==> src/rtl/core/ijss_pkg.sv <==
// Shared types and constants of the isochronous joint speed scaler.
// No dependencies; imported by ijss_divider, the top level and the testbench.
package ijss_pkg;

    localparam int ANGLE_W    = 16;
    localparam int DELTA_W    = 16;
    localparam int SPEED_W    = 16;
    localparam int INDEX_W    = 4;
    localparam int PROD_W     = SPEED_W + DELTA_W;
    localparam int DIV_STEPS  = 16;
    localparam int STEP_W     = $clog2(DIV_STEPS + 1);

    localparam int APB_ADDR_W = 3;
    localparam int APB_DATA_W = 32;
    localparam int REG_IDX_W  = APB_ADDR_W - 2;

    // Register map (word index)
    localparam logic [REG_IDX_W-1:0] REG_REFERENCE_SPEED = '0;

    localparam logic [SPEED_W-1:0] REFERENCE_SPEED_RESET = 16'd2500;

    typedef struct packed {
        logic busy;
        logic done;
    } div_status_t;

endpackage

==> src/rtl/core/ijss_divider.sv <==
// Shared multiply-divide unit: one 16x16 product, then a restoring
// division by the maximum difference, one quotient bit per cycle. Uses ijss_pkg.
module ijss_divider
    import ijss_pkg::*;
(
    input  logic               aclk,
    input  logic               aresetn,
    input  logic               start,
    input  logic [SPEED_W-1:0] mul_a,
    input  logic [DELTA_W-1:0] mul_b,
    input  logic [DELTA_W-1:0] divisor,
    output logic [SPEED_W-1:0] quotient,
    output div_status_t        status
);

    logic [DELTA_W-1:0] rem_reg;
    logic [DELTA_W-1:0] quo_reg;
    logic [DELTA_W-1:0] div_reg;
    logic [STEP_W-1:0]  step_reg;
    logic               busy_reg;
    logic               done_reg;

    logic [PROD_W-1:0]  product;
    logic [DELTA_W:0]   trial;
    logic [DELTA_W:0]   trial_diff;
    logic               fits;
    logic [DELTA_W-1:0] rem_next;

    assign product    = PROD_W'(mul_a) * PROD_W'(mul_b);
    assign trial      = {rem_reg, quo_reg[DELTA_W-1]};
    assign trial_diff = trial - {1'b0, div_reg};
    assign fits       = (trial >= {1'b0, div_reg});
    assign rem_next   = fits ? trial_diff[DELTA_W-1:0] : trial[DELTA_W-1:0];

    // Upper product half is below a nonzero divisor >= mul_b, so 16 steps suffice.
    always_ff @(posedge aclk) begin
        if (start) begin
            rem_reg <= product[PROD_W-1:DELTA_W];
            quo_reg <= product[DELTA_W-1:0];
            div_reg <= divisor;
        end else if (busy_reg) begin
            rem_reg <= rem_next;
            quo_reg <= {quo_reg[DELTA_W-2:0], fits};
        end
    end

    always_ff @(posedge aclk) begin
        if (!aresetn) begin
            busy_reg <= 1'b0;
            done_reg <= 1'b0;
            step_reg <= '0;
        end else begin
            done_reg <= 1'b0;
            if (start) begin
                busy_reg <= 1'b1;
                step_reg <= '0;
            end else if (busy_reg) begin
                if (step_reg == STEP_W'(DIV_STEPS - 1)) begin
                    busy_reg <= 1'b0;
                    done_reg <= 1'b1;
                end
                step_reg <= step_reg + 1'b1;
            end
        end
    end

    assign quotient    = quo_reg;
    assign status.busy = busy_reg;
    assign status.done = done_reg;

endmodule

==> src/rtl/core/isochronous_joint_speed_scaler.sv <==
// Top level of the isochronous joint speed scaler: APB register, difference store,
// sequencer and result register. Depends on ijss_pkg and ijss_divider.
//
//  channel   direction  handshake          payload
//  s_*       in         s_valid / s_ready  s_target_angle, s_current_angle, s_last_joint
//  m_*       out        m_valid / m_ready  m_joint_index, m_joint_speed, m_last_speed
//  apb       in/out     psel / penable     paddr, pwdata, pwrite, prdata, pready
//
// A joint without the last flag is accepted and s_ready stays high.
// On a last joint, each stored joint goes through a memory read, a multiply-load,
// 16 division steps, the done strobe and the output transfer.
// s_ready is low from the last joint until the final speed transfer completes.
// A stalled m_ready holds the result register and the whole sequencer.
// aresetn is synchronous, active low; the difference store needs no clearing.
module isochronous_joint_speed_scaler
    import ijss_pkg::*;
#(
    parameter int MAX_JOINTS = 16
) (
    input  logic                  aclk,
    input  logic                  aresetn,

    input  logic                  s_valid,
    output logic                  s_ready,
    input  logic signed [ANGLE_W-1:0] s_target_angle,
    input  logic signed [ANGLE_W-1:0] s_current_angle,
    input  logic                  s_last_joint,

    output logic                  m_valid,
    input  logic                  m_ready,
    output logic [INDEX_W-1:0]    m_joint_index,
    output logic [SPEED_W-1:0]    m_joint_speed,
    output logic                  m_last_speed,

    input  logic                  psel,
    input  logic                  penable,
    input  logic                  pwrite,
    input  logic [APB_ADDR_W-1:0] paddr,
    input  logic [APB_DATA_W-1:0] pwdata,
    output logic [APB_DATA_W-1:0] prdata,
    output logic                  pready
);

    localparam int CNT_W = $clog2(MAX_JOINTS + 1);
    localparam int IDX_W = (MAX_JOINTS > 1) ? $clog2(MAX_JOINTS) : 1;

    typedef enum logic [4:0] {
        ST_IDLE = 5'b00001,
        ST_READ = 5'b00010,
        ST_LOAD = 5'b00100,
        ST_DIV  = 5'b01000,
        ST_OUT  = 5'b10000
    } state_t;

    state_t state_reg, state_next;

    logic [SPEED_W-1:0] ref_speed_reg;
    logic [DELTA_W-1:0] max_delta_reg;
    logic [CNT_W-1:0]   count_reg;
    logic [CNT_W-1:0]   k_reg;

    logic [DELTA_W-1:0] store_mem [MAX_JOINTS];
    logic [DELTA_W-1:0] rd_data_reg;

    logic               m_valid_reg;
    logic [INDEX_W-1:0] m_index_reg;
    logic [SPEED_W-1:0] m_speed_reg;
    logic               m_last_reg;

    logic               s_xfer;
    logic               m_xfer;
    logic               cfg_wr;
    logic               store_room;
    logic               k_is_last;
    logic [ANGLE_W:0]   diff;
    logic [ANGLE_W:0]   diff_abs;
    logic [DELTA_W-1:0] delta;
    logic               div_start;
    logic [SPEED_W-1:0] div_quotient;
    div_status_t        div_stat;

    // ---------------- configuration port ----------------
    assign pready = 1'b1;
    assign cfg_wr = psel && penable && pwrite && pready
                    && (paddr[APB_ADDR_W-1:2] == REG_REFERENCE_SPEED);

    always_ff @(posedge aclk) begin
        if (!aresetn) begin
            ref_speed_reg <= REFERENCE_SPEED_RESET;
        end else if (cfg_wr) begin
            ref_speed_reg <= pwdata[SPEED_W-1:0];
        end
    end

    always_comb begin
        prdata = '0;
        if (paddr[APB_ADDR_W-1:2] == REG_REFERENCE_SPEED) begin
            prdata = APB_DATA_W'(ref_speed_reg);
        end
    end

    // ---------------- input side ----------------
    assign s_ready    = (state_reg == ST_IDLE);
    assign s_xfer     = s_valid && s_ready;
    assign store_room = (count_reg < CNT_W'(MAX_JOINTS));

    // Absolute difference needs 17 bits signed; its magnitude fits 16.
    assign diff     = {s_target_angle[ANGLE_W-1], s_target_angle}
                    - {s_current_angle[ANGLE_W-1], s_current_angle};
    assign diff_abs = diff[ANGLE_W] ? (~diff + 1'b1) : diff;
    assign delta    = diff_abs[DELTA_W-1:0];

    // Difference store: one write port on transfer, one registered read for the run.
    always_ff @(posedge aclk) begin
        if (s_xfer && store_room) begin
            store_mem[count_reg[IDX_W-1:0]] <= delta;
        end
        rd_data_reg <= store_mem[k_reg[IDX_W-1:0]];
    end

    // ---------------- sequencer ----------------
    assign m_xfer    = m_valid_reg && m_ready;
    assign k_is_last = ((k_reg + 1'b1) == count_reg);
    assign div_start = (state_reg == ST_LOAD);

    always_comb begin
        state_next = state_reg;
        case (state_reg)
            ST_IDLE: if (s_xfer && s_last_joint) state_next = ST_READ;
            ST_READ: state_next = ST_LOAD;
            ST_LOAD: state_next = ST_DIV;
            ST_DIV:  if (div_stat.done) state_next = ST_OUT;
            ST_OUT: begin
                if (m_xfer) begin
                    state_next = m_last_reg ? ST_IDLE : ST_READ;
                end
            end
            default: state_next = ST_IDLE;
        endcase
    end

    always_ff @(posedge aclk) begin
        if (!aresetn) begin
            state_reg     <= ST_IDLE;
            count_reg     <= '0;
            max_delta_reg <= '0;
            k_reg         <= '0;
            m_valid_reg   <= 1'b0;
        end else begin
            state_reg <= state_next;
            case (state_reg)
                ST_IDLE: begin
                    // Store the joint while room remains; drop it otherwise.
                    if (s_xfer && store_room) begin
                        count_reg <= count_reg + 1'b1;
                        if (delta > max_delta_reg) begin
                            max_delta_reg <= delta;
                        end
                    end
                    k_reg <= '0;
                end
                ST_DIV: begin
                    if (div_stat.done) begin
                        m_valid_reg <= 1'b1;
                    end
                end
                ST_OUT: begin
                    if (m_xfer) begin
                        m_valid_reg <= 1'b0;
                        k_reg       <= k_reg + 1'b1;
                        if (m_last_reg) begin
                            count_reg     <= '0;
                            max_delta_reg <= '0;
                        end
                    end
                end
                default: ;
            endcase
        end
    end

    // Result payload: a zero maximum forces every speed to zero.
    always_ff @(posedge aclk) begin
        if (state_reg == ST_DIV && div_stat.done) begin
            m_index_reg <= INDEX_W'(k_reg);
            m_speed_reg <= (max_delta_reg == '0) ? '0 : div_quotient;
            m_last_reg  <= k_is_last;
        end
    end

    ijss_divider u_divider (
        .aclk     (aclk),
        .aresetn  (aresetn),
        .start    (div_start),
        .mul_a    (ref_speed_reg),
        .mul_b    (rd_data_reg),
        .divisor  (max_delta_reg),
        .quotient (div_quotient),
        .status   (div_stat)
    );

    assign m_valid       = m_valid_reg;
    assign m_joint_index = m_index_reg;
    assign m_joint_speed = m_speed_reg;
    assign m_last_speed  = m_last_reg;

    // ---------------- assertions ----------------
    a_no_accept_while_result: assert property (@(posedge aclk) disable iff (!aresetn)
        m_valid |-> !s_ready)
        else $error("input accepted while a result is pending");

    a_speed_bounded: assert property (@(posedge aclk) disable iff (!aresetn)
        m_valid |-> (m_joint_speed <= ref_speed_reg))
        else $error("scaled speed exceeds reference speed");

    a_ready_after_run: assert property (@(posedge aclk) disable iff (!aresetn)
        (m_valid && m_ready && m_last_speed) |=> (s_ready && count_reg == '0))
        else $error("block not ready and cleared after the final speed");

    a_count_bounded: assert property (@(posedge aclk) disable iff (!aresetn)
        count_reg <= CNT_W'(MAX_JOINTS))
        else $error("joint count beyond store depth");

    a_div_idle_outside_run: assert property (@(posedge aclk) disable iff (!aresetn)
        div_stat.busy |-> (state_reg == ST_DIV))
        else $error("divider busy outside the divide state");

endmodule

==> config.mk <==
export PLATFORM = sky130hd
export DESIGN_NAME = isochronous_joint_speed_scaler
export DESIGN_NICKNAME = d
export VERILOG_FILES = /design/src/rtl/core/ijss_pkg.sv /design/src/rtl/core/ijss_divider.sv /design/src/rtl/core/isochronous_joint_speed_scaler.sv
export SDC_FILE = /design/constraint.sdc
export NUM_CORES = 1
export LEC_CHECK = 0
export ABC_AREA = 1
export BUFFER_PORTS_ARGS = -buffer_cell sky130_fd_sc_hd__buf_2
export CAP_MARGIN = 25
export CORE_MARGIN = 4
export CORE_UTILIZATION = 35
export CTS_CLUSTER_DIAMETER = 150
export DETAILED_ROUTE_END_ITERATION = 10
export GPL_TIMING_DRIVEN = 0
export MAX_ROUTING_LAYER = met4
export PLACE_DENSITY = 0.49
export SKIP_CTS_REPAIR_TIMING = 1
export SYNTH_ARGS = -nofsm -noshare
export SYNTH_HDL_FRONTEND = slang
export SYNTH_SLANG_ARGS = --single-unit
==> constraint.sdc <==
create_clock -name aclk -period 5.3 [get_ports aclk]
set_input_delay 0.265 -clock aclk [delete_from_list [all_inputs] [get_ports aclk]]
set_output_delay 0.265 -clock aclk [all_outputs]
set_load 0.02 [all_outputs]
======== Word level (Yosys, flattened, before mapping) ========
Memories as Yosys holds them, arrays and structs flattened. A register that Yosys moved wholly into a read port is not among the register bits.
Cells that the tools add are included.
word-level totals
  output and inout bits ................... 56
  memories kept ........................... 1
  register bits after elaboration ......... 124
  bits in writable memories ............... 256
  word-level logic and storage cells ...... 94
operators by class
  bitwise logic cells ..................... 4
  muxes and demuxes ....................... 32
  reduce and logical (&&, ||, !) cells .... 19
  $lt $le $gt $ge ......................... 3
  multipliers ............................. 1
  equality and inequality tests ........... 13
  $add $sub $neg .......................... 6
memories
  memory     depth  bits a word  read ports  clocked after Yosys merged registers in  write ports  line                                  source
  store_mem  16     16           1           1                                        1            isochronous_joint_speed_scaler.sv:62  logic [DELTA_W-1:0] store_mem [MAX_JOINTS];
operator list
  cell                                                    number
  2-to-1 mux 16 bit                                       11
  2-to-1 mux 5 bit                                        7
  multiplier 16 x 16 -> 32 bit                            1
  case mux 16 bit (2 select lines)                        1
  case mux 5 bit (5 select lines)                         1
  case mux 5 bit (2 select lines)                         2
  greater-or-equal comparator 17 x 16 -> 1 bit            1
  subtractor 16 x 16 -> 17 bit                            1
  adder 16 x 1 -> 16 bit (second input constant)          1
  greater-than comparator 16 bit                          1
  zero test 16 bit                                        1
  NOT 16 bit                                              1
  subtractor 16 bit                                       1
  adder 5 x 1 -> 5 bit (second input constant)            3
  equality test 5 x 4 -> 1 bit (second input constant)    2
  logical AND 1 bit                                       8
  2-to-1 mux 1 bit                                        8
  inequality test 2 x 1 -> 1 bit (second input constant)  4
  AND reduction 3 bit                                     2
  nonzero test 2 bit                                      3
  equality test 5 x 1 -> 1 bit (second input constant)    1
  equality test 5 x 2 -> 1 bit (second input constant)    1
  equality test 5 x 3 -> 1 bit (second input constant)    1
  equality test 5 bit                                     1
  other kinds (11)                                        14

======== Depth between registers and ports, before layout ========
  word-level depth ........................ 8
  gate-level depth with buffers ........... 33

======== By module ========
From an unflattened synthesis, not the netlist that was laid out.
second synthesis, totals
  cells, all modules ...................... 3213
  area total of the unflattened synthesis .. 28160.8 um^2
modules (own cells, without submodules)
  module                          times used  cells each  area each (um^2)
  isochronous_joint_speed_scaler  1           1417        15247.1
  ijss_divider                    1           1796        12913.6

======== Worst setup path after synthesis ========
OpenSTA, ideal clock, no wires.
  kind .................................... register to register
  start ................................... register ref_speed_reg[6]
  end ..................................... register u_divider.rem_reg[15] (data pin)
  arrival ................................. 5511 ps
  path slack .............................. -464 ps
  clock period less this slack ............ 5764 ps
  data required time ...................... 5046 ps
  path buffers ............................ 2
  cell stages (with the launch flop) ...... 23
  cells stage by stage .................... dfxtp_1 clkbuf_1 clkbuf_1 nand2_1 fa_1 inv_1 fa_1 fa_1 fa_1 fa_1 inv_1 fa_1 inv_1 ha_1 a21oi_1 o21ai_0 a21oi_1 nand3_1 nand2_1 nand4_1 or2_2 nand3_1 nand2_1
between the ends
  longest elaborated chain between the ends .. 2
RTL lines
  item                          line                                  source
  start, declared               isochronous_joint_speed_scaler.sv:57  logic [SPEED_W-1:0] ref_speed_reg;
  start signal, assigned        isochronous_joint_speed_scaler.sv:91  ref_speed_reg <= pwdata[SPEED_W-1:0];
  multiplier 16 x 16 -> 32 bit  ijss_divider.sv:29                    assign product = PROD_W'(mul_a) * PROD_W'(mul_b);
  2-to-1 mux 16 bit             ijss_divider.sv:37                    if (start) begin
  end signal, assigned          ijss_divider.sv:38                    rem_reg <= product[PROD_W-1:DELTA_W];
  end signal, assigned          ijss_divider.sv:42                    rem_reg <= rem_next;
  end, declared                 ijss_divider.sv:16                    logic [DELTA_W-1:0] rem_reg;
No other way between the ends.
A chain may end at the register's enable or synchronous reset.

======== Worst setup path in the final report ========
  start ................................... register ref_speed_reg[5]
  end ..................................... register u_divider.rem_reg[3] (data pin)
Same word-level chain as after synthesis.

==> results.cfg <==
[run_status]
status = complete, but fails checks
violations = hold timing, setup timing

[timing]
rsz0062_at_grt = yes
slew_viol_final = 0
max_freq_ghz = 0.176
setup_viol_count_final = 17
whs_ns = -0.0202
period_share_pct = 107
fin_ws_ns = -0.379
worst_pin_slew_ns = 1.09
finClkSkew_ns = 0.0298
hold_violations = 3
final.setup.tns_ns = -4.08
min_period_ns = 5.68
relSlewSlack_pct = 27.6

[synth]
synthCells = 2872
synth_top_flop_cell = edfxtp_1
yosysTopAreaCell = edfxtp_1
synth_cell_type_count = 48
syn_area_per_cell_um2 = 9.36
synth_area_mm2 = 0.0269
synthArstFlopShare_pct = 0
synth_seq_cells = 396
seq_area_frac_synth_pct = 41.6
synth_edf_count = 325
yosysTopAreaCellShare_pct = 36.3
synth_warnings = 0
yosys-top-cells-area = edfxtp_1, fa_1, nand2_1

[layout]
area_delta_synth_final_pct = 22.2
drive_gt1_share_pct = 17.3
layout_common_cells = nand2_1, inv_1, edfxtp_1
num_antenna_cells = 0
final_net_count = 3591
final_util_pct = 43.2
mostFrequentLayoutCell = nand2_1
largest_register_ffs = 256

[grt]
grt_pass1_wl_um = 123000
grt_pass1_vias = 20884
antenna_found_initial = 3
grtUsageTotal_pct = 20.1
overflow = 0
grt_max_degree = 23

[place]
dp_hpwl_um = 61600
gp_congestion = 0.887
io_buffers = 94

[routing]
antenna_left = 0
drc = 0
drt_iter0_drc = 1392
post_drt_wl_per_cell_um = 19.3
via_per_inst = 4.93
routed_wirelength_um = 81600
first_pass_iters = 5
vias = 20841

[critical_path]
startpoint_type = flip-flop
r2r-start = ref_speed_reg[5]
endpoint_kind = flip-flop
path_common_cell = fa_1
crit_arrival_ns = 6.13
worstRegToRegCells = 22
r2r_slack_ns = -0.38
crit_buf_inv = 5
critical_path.max_stage_delay_ns = 0.58
cpMaxStageDelayCell = fa_1
crit_path_max_fanout = 7
cp_top_family = adder cells
path_class = reg -> reg
r2r-end = u_divider.rem_reg[3]
cp.required_ns = 5.75
crit_chain = buf_6 -> buf_12 -> buf_4 -> buf_4 -> nand2_1 -> fa_1 -> fa_1 -> fa_1 -> fa_1 -> fa_1 -> fa_1 -> inv_1 -> ha_4 -> nand2_4 -> nor2_2 -> nand2_1 -> o211ai_1 -> a31oi_1 -> o21bai_1 -> xor2_1 -> nand2_1 -> nand2_1

[clock_tree]
cts.clk_slew.worst_paths_ns = 0.06
cts_tree = yes
clock_latency_ns = 0.59
clock-sinks = 396
clockRootBuffer = clkbuf_16
cts_buffers = 48
cts_htree_levels = 2
clockBufferDepth = 3

[job]
drv_cap = 0

[floorplanning]
start_util_pct = 35.3
design.core.area_mm2 = 0.0761
dieArea_mm2 = 0.0813
num_io_pins = 131
fp.dieH_um = 285
rows = 101
die_x_um = 285

[worst_hold_path]
min_delay_worst_endpoint = ref_speed_reg[15]
min_from = pwdata[15]
hp-class = in -> reg
min_path_cells = 3
[cells in the mapped netlist, drive strengths merged, types with 5 or more instances]
| master | number |
|---|---|
| o221ai | 50 |
| or2 | 5 |
| nor2 | 221 |
| o21bai | 5 |
| nand2 | 588 |
| a31oi | 5 |
| inv | 535 |
| o211ai | 23 |
| a21o | 6 |
| edfxtp | 325 |
| xnor2 | 20 |
| ha | 160 |
| nor4 | 6 |
| fa | 196 |
| nand3b | 21 |
| nor3 | 20 |
| clkbuf | 117 |
| buf | 34 |
| xor2 | 26 |
| nand4 | 17 |
| mux2i | 49 |
| o32ai | 14 |
| nand3 | 95 |
| a21oi | 105 |
| o21ai | 132 |
| dfxtp | 71 |
[worst max-delay path by stage]
stage	from	end	slack [ns]	depth (start not counted)
2_1_floorplan	rd_data_reg[5]	u_divider.rem_reg[15]	-0.03	26
3_3_place_gp	rd_data_reg[5]	u_divider.rem_reg[6]	-1.49	22
6_report	ref_speed_reg[5]	u_divider.rem_reg[3]	-0.38	22
3_5_place_dp	rd_data_reg[5]	u_divider.rem_reg[6]	-1.51	22
5_1_grt	ref_speed_reg[11]	u_divider.rem_reg[13]	-0.50	26
4_1_cts	rd_data_reg[5]	u_divider.rem_reg[6]	-1.50	22
[cell families (layout without fill, tap and decap cells)]
group	count (synthesis)	count (layout)	synth area share, %
adders and majority gates	356	356	22.1
buffers and inverters	690	1001	9.93
AOI/OAI and AO/OA	356	356	8.00
and+or+nand+nor	977	977	15.1
muxes	49	49	1.83
xor gates and xnor gates	46	46	1.50
other	2	17	0.0279
DFF	396	396	41.6
[worst min-delay path, cell delays in order]
cell and delay, ns:
buf_2 0.08, o21ai_0 0.07, a21oi_1 0.10
[layout make-up]
cell class / instances / area [µm²]
Sequential cell: 396 / 11200
Fill cell: 7517 / 43200
Clock inverter: 24 / 249
Timing Repair Buffer: 226 / 1780
Buffer: 148 / 1280
Inverter: 539 / 2020
Multi-Input combinational cell: 1801 / 13700
Clock buffer: 64 / 1330
Tap cell: 1030 / 1290
[routing by layer]
metal / vias up / routed length (µm) / part of all wire, % / track usage (%)
met2: 570 / 41600 / 51 / 34.9
met5: - / 0 / 0 / -
met3: 103 / 3990 / 4.9 / 2.17
li1: 9838 / - / - / -
met4: 0 / 1440 / 1.8 / 4.06
met1: 10330 / 34500 / 42 / 25.8
[metrics by stage]
step	cell area, µm²	setup slack [ns]	cells	hold WS (ns)
after floorplan	27400	-0.0263	2887	0.395
final	32800	-0.379	4228	-0.0202
after global routing	32800	-0.500	4228	0.00804
after detailed placement	29700	-1.51	4035	0.458
after global placement	29200	-1.49	4011	0.448
after CTS	31300	-1.50	4123	-0.104
Power is left out: the tool's default activity adds up to more than one toggle a clock period on the data nets, which glitch-free logic cannot reach.
